--- src/hdl/synth_voice_allocator_assert.svh ---
`ifndef SYNTH_VOICE_ALLOCATOR_ASSERT_SVH
`define SYNTH_VOICE_ALLOCATOR_ASSERT_SVH

// Same-cycle implication, disabled while reset is high.
`define SVA_ASSERT_IMP(label, clk, rst, ante, cons) \
  label: assert property (@(posedge clk) disable iff (rst) (ante) |-> (cons)) \
    else $error("synth_voice_allocator: assertion failed");

// Next-cycle implication, disabled while reset is high.
`define SVA_ASSERT_NXT(label, clk, rst, ante, cons) \
  label: assert property (@(posedge clk) disable iff (rst) (ante) |=> (cons)) \
    else $error("synth_voice_allocator: assertion failed");

`endif

--- src/hdl/sva_pkg.sv ---
`timescale 1ns / 1ps

package sva_pkg;

  localparam int STAMP_W   = 32;
  localparam int CHAN_W    = 4;
  localparam int KEY_W     = 7;
  localparam int VEL_W     = 7;
  localparam int IDX_OUT_W = 4;

  localparam logic KIND_NOTE_ON  = 1'b0;
  localparam logic KIND_NOTE_OFF = 1'b1;

  typedef struct packed {
    logic               gate;
    logic [CHAN_W-1:0]  channel;
    logic [KEY_W-1:0]   key;
    logic [STAMP_W-1:0] stamp;
  } voice_t;

  typedef enum logic [2:0] {
    ST_IDLE  = 3'b001,
    ST_SCAN  = 3'b010,
    ST_WRITE = 3'b100
  } state_t;

endpackage

--- src/hdl/sva_ram.sv ---
`timescale 1ns / 1ps

module sva_ram #(
  parameter int WIDTH = 8,
  parameter int DEPTH = 16
) (
  input  logic                     clk,
  input  logic                     we,
  input  logic [$clog2(DEPTH)-1:0] waddr,
  input  logic [WIDTH-1:0]         wdata,
  input  logic                     re,
  input  logic [$clog2(DEPTH)-1:0] raddr,
  output logic [WIDTH-1:0]         rdata
);

  logic [WIDTH-1:0] mem [DEPTH];

  always_ff @(posedge clk) begin
    if (we) begin
      mem[waddr] <= wdata;
    end
    if (re) begin
      rdata <= mem[raddr];
    end
  end

endmodule

--- src/hdl/synth_voice_allocator.sv ---
`timescale 1ns / 1ps
// Polyphonic voice allocator. Each input transaction is a note-on or note-off
// event (kind, channel, key, velocity); each accepted event with a channel
// below CHANNEL_COUNT yields one output transaction naming the voice taken or
// released. Events on a higher channel are accepted and dropped.
// The voice table lives in a single RAM with a registered read. Every event
// reads all VOICE_COUNT entries in turn through a two-stage compare pipeline,
// then writes the chosen entry back; a note-off with no matching voice writes
// nothing. The next event is accepted only after the previous one has
// finished its write-back and the allocator is idle again.
// While an event is in work in_stall is high.
// Reset clears the per-voice valid flags, the event counter and the three valid
// signals; entries never written read as zero, so no clearing pass is needed.
// A stalled result is held in the output register; the next event is still
// accepted and scanned, and only its write-back waits until out_stall drops.
`include "synth_voice_allocator_assert.svh"

module synth_voice_allocator #(
  parameter int VOICE_COUNT   = 16,
  parameter int CHANNEL_COUNT = 16
) (
  input  logic                          clk,
  input  logic                          rst,
  input  logic                          in_valid,
  output logic                          in_stall,
  input  logic                          kind,
  input  logic [sva_pkg::CHAN_W-1:0]    channel,
  input  logic [sva_pkg::KEY_W-1:0]     key,
  input  logic [sva_pkg::VEL_W-1:0]     velocity,
  output logic                          out_valid,
  input  logic                          out_stall,
  output logic [sva_pkg::IDX_OUT_W-1:0] voice_index,
  output logic                          hit,
  output logic                          stole_gated,
  output logic                          event_kind,
  output logic [sva_pkg::VEL_W-1:0]     velocity_out
);

  localparam int IDX_W = $clog2(VOICE_COUNT);
  localparam logic [IDX_W-1:0] LAST_IDX = IDX_W'(VOICE_COUNT - 1);
  localparam int ENTRY_W = $bits(sva_pkg::voice_t);

  sva_pkg::state_t state;

  logic                          ev_kind;
  logic [sva_pkg::CHAN_W-1:0]    ev_channel;
  logic [sva_pkg::KEY_W-1:0]     ev_key;
  logic [sva_pkg::VEL_W-1:0]     ev_velocity;
  logic [sva_pkg::STAMP_W-1:0]   event_counter;
  logic [VOICE_COUNT-1:0]        valid_bits;

  logic                          rd_busy;
  logic [IDX_W-1:0]              rd_idx;
  logic                          p1_valid;
  logic                          p1_live;
  logic [IDX_W-1:0]              p1_idx;
  logic                          p2_valid;
  logic [IDX_W-1:0]              p2_idx;
  logic [sva_pkg::STAMP_W-1:0]   p2_age;
  logic                          p2_gate;
  logic                          p2_match;

  logic                          found;
  logic [IDX_W-1:0]              match_idx;
  logic [IDX_W-1:0]              best_idx;
  logic [sva_pkg::STAMP_W-1:0]   best_age;
  logic                          best_gated;

  logic [ENTRY_W-1:0]            ram_q;
  sva_pkg::voice_t               rd_entry;
  sva_pkg::voice_t               wr_entry;
  logic                          ram_we;
  logic                          out_free;
  logic                          is_on;
  logic                          chan_ok;
  logic [IDX_W-1:0]              wr_idx;

  assign in_stall = (state != sva_pkg::ST_IDLE);
  assign chan_ok  = (5'(channel) < 5'(CHANNEL_COUNT));
  assign out_free = !out_valid || !out_stall;
  assign is_on    = (ev_kind == sva_pkg::KIND_NOTE_ON);
  assign wr_idx   = found ? match_idx : best_idx;
  assign ram_we   = (state == sva_pkg::ST_WRITE) && out_free && (is_on || found);
  assign rd_entry = p1_live ? sva_pkg::voice_t'(ram_q) : '0;

  always_comb begin
    wr_entry         = '0;
    wr_entry.gate    = is_on;
    wr_entry.channel = ev_channel;
    wr_entry.key     = ev_key;
    wr_entry.stamp   = event_counter;
  end

  sva_ram #(
    .WIDTH(ENTRY_W),
    .DEPTH(VOICE_COUNT)
  ) u_voice_ram (
    .clk  (clk),
    .we   (ram_we),
    .waddr(wr_idx),
    .wdata(ENTRY_W'(wr_entry)),
    .re   (rd_busy),
    .raddr(rd_idx),
    .rdata(ram_q)
  );

  always_ff @(posedge clk) begin
    p1_idx   <= rd_idx;
    p1_live  <= valid_bits[rd_idx];
    p2_idx   <= p1_idx;
    p2_age   <= event_counter - rd_entry.stamp;
    p2_gate  <= rd_entry.gate;
    p2_match <= rd_entry.gate && (rd_entry.channel == ev_channel) && (rd_entry.key == ev_key);
  end

  always_ff @(posedge clk) begin
    if (rst) begin
      state         <= sva_pkg::ST_IDLE;
      event_counter <= '0;
      valid_bits    <= '0;
      rd_busy       <= 1'b0;
      rd_idx        <= '0;
      p1_valid      <= 1'b0;
      p2_valid      <= 1'b0;
      found         <= 1'b0;
      out_valid     <= 1'b0;
    end else begin
      p1_valid <= rd_busy;
      p2_valid <= p1_valid;
      if (out_valid && !out_stall && (state != sva_pkg::ST_WRITE)) begin
        out_valid <= 1'b0;
      end
      unique case (state)
        sva_pkg::ST_IDLE: begin
          if (in_valid && chan_ok) begin
            ev_kind     <= kind;
            ev_channel  <= channel;
            ev_key      <= key;
            ev_velocity <= velocity;
            rd_idx      <= '0;
            rd_busy     <= 1'b1;
            found       <= 1'b0;
            state       <= sva_pkg::ST_SCAN;
          end
        end
        sva_pkg::ST_SCAN: begin
          if (rd_busy) begin
            if (rd_idx == LAST_IDX) begin
              rd_busy <= 1'b0;
            end else begin
              rd_idx <= rd_idx + IDX_W'(1);
            end
          end
          if (p2_valid) begin
            if (p2_match && !found) begin
              found     <= 1'b1;
              match_idx <= p2_idx;
            end
            if (p2_idx == '0) begin
              best_idx   <= p2_idx;
              best_age   <= p2_age;
              best_gated <= p2_gate;
            end else if (p2_gate) begin
              if (best_gated && (p2_age >= best_age)) begin
                best_idx <= p2_idx;
                best_age <= p2_age;
              end
            end else if (best_gated || (p2_age >= best_age)) begin
              best_idx   <= p2_idx;
              best_age   <= p2_age;
              best_gated <= 1'b0;
            end
            if (p2_idx == LAST_IDX) begin
              state <= sva_pkg::ST_WRITE;
            end
          end
        end
        sva_pkg::ST_WRITE: begin
          if (out_free) begin
            if (is_on || found) begin
              event_counter      <= event_counter + sva_pkg::STAMP_W'(1);
              valid_bits[wr_idx] <= 1'b1;
            end
            out_valid <= 1'b1;
            state     <= sva_pkg::ST_IDLE;
          end
        end
        default: begin
          state <= sva_pkg::ST_IDLE;
        end
      endcase
    end
  end

  always_ff @(posedge clk) begin
    if ((state == sva_pkg::ST_WRITE) && out_free) begin
      voice_index  <= (is_on || found) ? sva_pkg::IDX_OUT_W'({4'b0, wr_idx}) : '0;
      hit          <= found;
      stole_gated  <= is_on && !found && best_gated;
      event_kind   <= ev_kind;
      velocity_out <= is_on ? ev_velocity : '0;
    end
  end

  `SVA_ASSERT_IMP(a_write_after_scan, clk, rst, ram_we, !rd_busy && !p1_valid && !p2_valid)
  `SVA_ASSERT_NXT(a_counter_only_on_write, clk, rst, !ram_we, $stable(event_counter))
  `SVA_ASSERT_IMP(a_result_from_write, clk, rst, $rose(out_valid), $past(state == sva_pkg::ST_WRITE))
  `SVA_ASSERT_IMP(a_hit_never_steals, clk, rst, out_valid && hit, !stole_gated)

endmodule
--- config.mk ---
export PLATFORM = sky130hd
export DESIGN_NAME = synth_voice_allocator
export DESIGN_NICKNAME = d
export VERILOG_FILES = /design/src/hdl/sva_pkg.sv /design/src/hdl/sva_ram.sv /design/src/hdl/synth_voice_allocator.sv
export VERILOG_INCLUDE_DIRS = /design/src /design/src/hdl
export SDC_FILE = /design/constraint.sdc
export NUM_CORES = 1
export LEC_CHECK = 0
export BUFFER_PORTS_ARGS = -buffer_cell sky130_fd_sc_hd__buf_2
export CELL_PAD_IN_SITES_DETAIL_PLACEMENT = 1
export CELL_PAD_IN_SITES_GLOBAL_PLACEMENT = 1
export CORE_UTILIZATION = 50
export CTS_BUF_LIST = sky130_fd_sc_hd__clkbuf_4 sky130_fd_sc_hd__clkbuf_8
export CTS_CLUSTER_DIAMETER = 60
export CTS_CLUSTER_SIZE = 16
export DETAILED_ROUTE_END_ITERATION = 8
export PLACE_DENSITY = 0.8
export SLEW_MARGIN = 10
export SYNTH_ARGS = -nofsm -noshare
export SYNTH_HDL_FRONTEND = slang
export SYNTH_SLANG_ARGS = --single-unit
--- constraint.sdc ---
create_clock -name clk -period 7.8 [get_ports clk]
set_clock_uncertainty 0.05 [all_clocks]
set_input_delay 0.39 -clock clk [delete_from_list [all_inputs] [get_ports clk]]
set_output_delay 0.39 -clock clk [all_outputs]
set_load 0.1 [all_outputs]
==> impl_metrics.json <==
{
  "power_uw": 8120,
  "crit_chain": "inv_1, ha_1, fa_1, nor2b_1, o21ai_0, a21boi_1, o21ai_1, o21bai_1, a21boi_1, o21ai_1, nor3b_1, o21ai_1",
  "drtPass1Iterations": 5,
  "syn-num-nets": 1966,
  "synth_seq_area_share_pct": 74.0,
  "p_int_uw": 6490,
  "hold_viol_final": 0,
  "ys_warn_count": 0,
  "crit_path_top_delay_cell": "dfxtp_1",
  "viasPerCell": 6.15,
  "max_stage_delay_ns": 0.76,
  "crit_path_start_kind": "register",
  "die-area_sq_um": 73400,
  "worst-setup-path-type": "register to register",
  "fin_area_sq_um": 39400,
  "reg2reg_setup_slack_ns": 3.88,
  "rsz0062_at_grt": "no",
  "grt_overflow": 0,
  "drv_slew": 0,
  "nFillCells": 6319,
  "r2r-start": "event_counter[0]",
  "grt_use_total_pct": 23.9,
  "fin_crit_sh_pct": 50.2,
  "crit_required_ns": 8.34,
  "p_clk_share_pct": 32.8,
  "critPathBufInv": 1,
  "power_leakage_uw": 0.0116,
  "vias": 18311,
  "cts_buffers": 70,
  "slew_headroom_pct": 25.7,
  "die_w_microns": 271,
  "drt_iter0_drc": 1652,
  "grt_pass1_vias": 19701,
  "clock_path_buffers": 3,
  "reg2regPathDepth": 12,
  "finalSetupTns_ns": 0,
  "fin_util_pct": 55.1,
  "path_delay_family": "compound AO/OA/AOI/OAI gates",
  "initial_utilization_pct": 50.6,
  "worstSkewPairLatency_ns": 0.70,
  "synthTopCellsByCount": "822 x edfxtp_1, 225 x mux4_2, 113 x nor2_1, 103 x dfxtp_1, 76 x nand2_1",
  "setup_viol": 0,
  "syn_inst": 1877,
  "num_rows": 98,
  "r2r_end": "p2_age[30]",
  "cts_sinks": 925,
  "synth_area_leaders": "edfxtp_1 68%, mux4_2 14%, dfxtp_1 5.7%",
  "crit_top_cell": "o21ai_1",
  "dpl-instance-area_sq_um": 37700,
  "cp_max_fo": 19,
  "switching_power_uw": 1630,
  "critPathCaptureType": "register",
  "area_delta_synth_final_pct": 8.86,
  "syn-cell-area_sq_um": 36200,
  "async_reset_ff_share_pct": 0,
  "power.density_nw_per_um2": 206,
  "yosysTopAreaCell": "edfxtp_1",
  "fmax_mhz": 255,
  "place_congestion": 0.801,
  "hold_start": "in_valid",
  "period_needed_ns": 3.92,
  "status": "finished, final reports clean",
  "hold_depth": 3,
  "cap_viol_max_count": 0,
  "synth_edf_count": 822,
  "ant_nets": 0,
  "clockRootBuffer": "clkbuf_8",
  "ys_types": 59,
  "avgSynthCellArea_sq_um": 19.3,
  "die_h_microns": 271,
  "hold_end": "rd_busy",
  "routedWlPerCell_microns": 29.1,
  "ctsResizeCount": 0,
  "yosysTopAreaCellShare_pct": 68.3,
  "grt_pass1_wl_microns": 128000,
  "worst_pin_slew_ns": 1.11,
  "cp.arrival_ns": 4.46,
  "htree_levels": 3,
  "ir_worst_vdd_mv": 0.163,
  "io_pins": 39,
  "synth_ff_type": "edfxtp_1",
  "cts_tree": "built",
  "totalWireLength_microns": 86700,
  "diodes": 0,
  "switching_share_pct": 20.0,
  "layout-drive-gt1-share_pct": 22.9,
  "yosysMostFrequentCell": "edfxtp_1",
  "power.share.combinational_pct": 0.9,
  "post-dp-hpwl_microns": 51400,
  "drt_drc_violations_left": 0,
  "synth-seq-cells": 925,
  "grt_max_degree": 136,
  "final_nets": 2061,
  "antenna_found_initial": 2,
  "holdCritPathClass": "primary input to register",
  "path_clk_slew_ns": 0.10,
  "p_seq_share_pct": 66.2,
  "io_buffers": 38,
  "core_sq_um": 71500
}
routing by layer:
layer / vias to the layer above / part of all wire [%] / track usage [%]
li1: 7663 / - / -
met1: 9762 / 38 / 30.8
met2: 728 / 52 / 41.4
met3: 156 / 6.4 / 4.05
met4: 2 / 3.3 / 8.01
met5: - / 0.015 / 0
metrics by stage:
stage,std cells,setup WS [ns],hold WS (ns)
2_1_floorplan,1877,3.68,0.260
4_1_cts,2979,3.96,0.0428
6_report,2979,3.88,0.0915
5_1_grt,2979,3.65,0.0695
3_5_place_dp,2830,3.98,0.269
3_3_place_gp,2830,4.05,0.261
layout make-up:
type	instances	area, sq um	area share [%]
multi-input combinational	816	9040	23.0
sequential	925	26800	68.0
clock inverter	12	82.6	0.210
inverter	63	236	0.601
tap	950	1190	3.02
clock buffer	117	1360	3.45
timing repair buffer	96	701	1.78
logic make-up (layout without fill, tap and decap cells):
logic type / after synthesis / in the layout / synth area share, %
and+or+nand+nor: 301 / 301 / 3.91
muxes: 229 / 229 / 14.1
xor gates and xnor gates: 58 / 58 / 1.40
adders and majority gates: 67 / 67 / 2.33
buffers and inverters: 136 / 288 / 1.43
AOI/OAI and AO/OA: 161 / 161 / 2.85
DFF: 925 / 925 / 74.0
worst max path at each step:
stage / start / cells past startpoint / end
6_report: event_counter[0] / 12 / p2_age[30]
5_1_grt: event_counter[0] / 12 / p2_age[30]
3_3_place_gp: event_counter[0] / 12 / p2_age[30]
2_1_floorplan: out_valid / 4 / u_voice_ram.mem[0][0]
4_1_cts: event_counter[0] / 12 / p2_age[30]
3_5_place_dp: event_counter[0] / 12 / p2_age[30]
tightest hold or removal path, stage by stage:
cell	delay [ns]
buf_2	0.14
nand2_1	0.17
a21oi_1	0.09
state kept, by name (all words and copies together), names as in the netlist, 3 cells and up:
signal and count:
rd_idx 4, ev_key 7, match_idx 4, ev_velocity 7, event_counter 32, state 3
u_voice_ram.mem 704, p1_idx 4, p2_age 32, voice_index 4, valid_bits 16, p2_idx 4
best_idx 4, ev_channel 4, u_voice_ram.rdata 44, best_age 32, velocity_out 7
power by group through the flow:
stage	logic (uW)	clock network [uW]	registers [uW]
6_report	77.0	2660	5380
5_1_grt	81.8	2870	5380
4_1_cts	76.9	2730	5380
3_5_place_dp	69.2	0	5490
3_3_place_gp	66.3	0	5490
2_1_floorplan	38.5	0	5480
cells in the final DEF (no fill, tap or decap), drive strengths merged, types with 17 or more instances in the layout:
cell type	n
a21o	22
a21oi	53
buf	76
clkbuf	117
dfxtp	103
dlygate4sd3	20
edfxtp	822
ha	65
inv	67
mux4	225
nand2	77
nand3	29
nand4	17
nor2	114
o21ai	30
xnor2	28
xor2	30
repair_timing:
| action | CTS | global route |
|---|---|---|
| setup buffers | 0 | 0 |
| endpoints found under the hold margin | 20 | 0 |
| hold buffers | 20 | 0 |
Note: power is estimated with default switching activity, not from simulation.
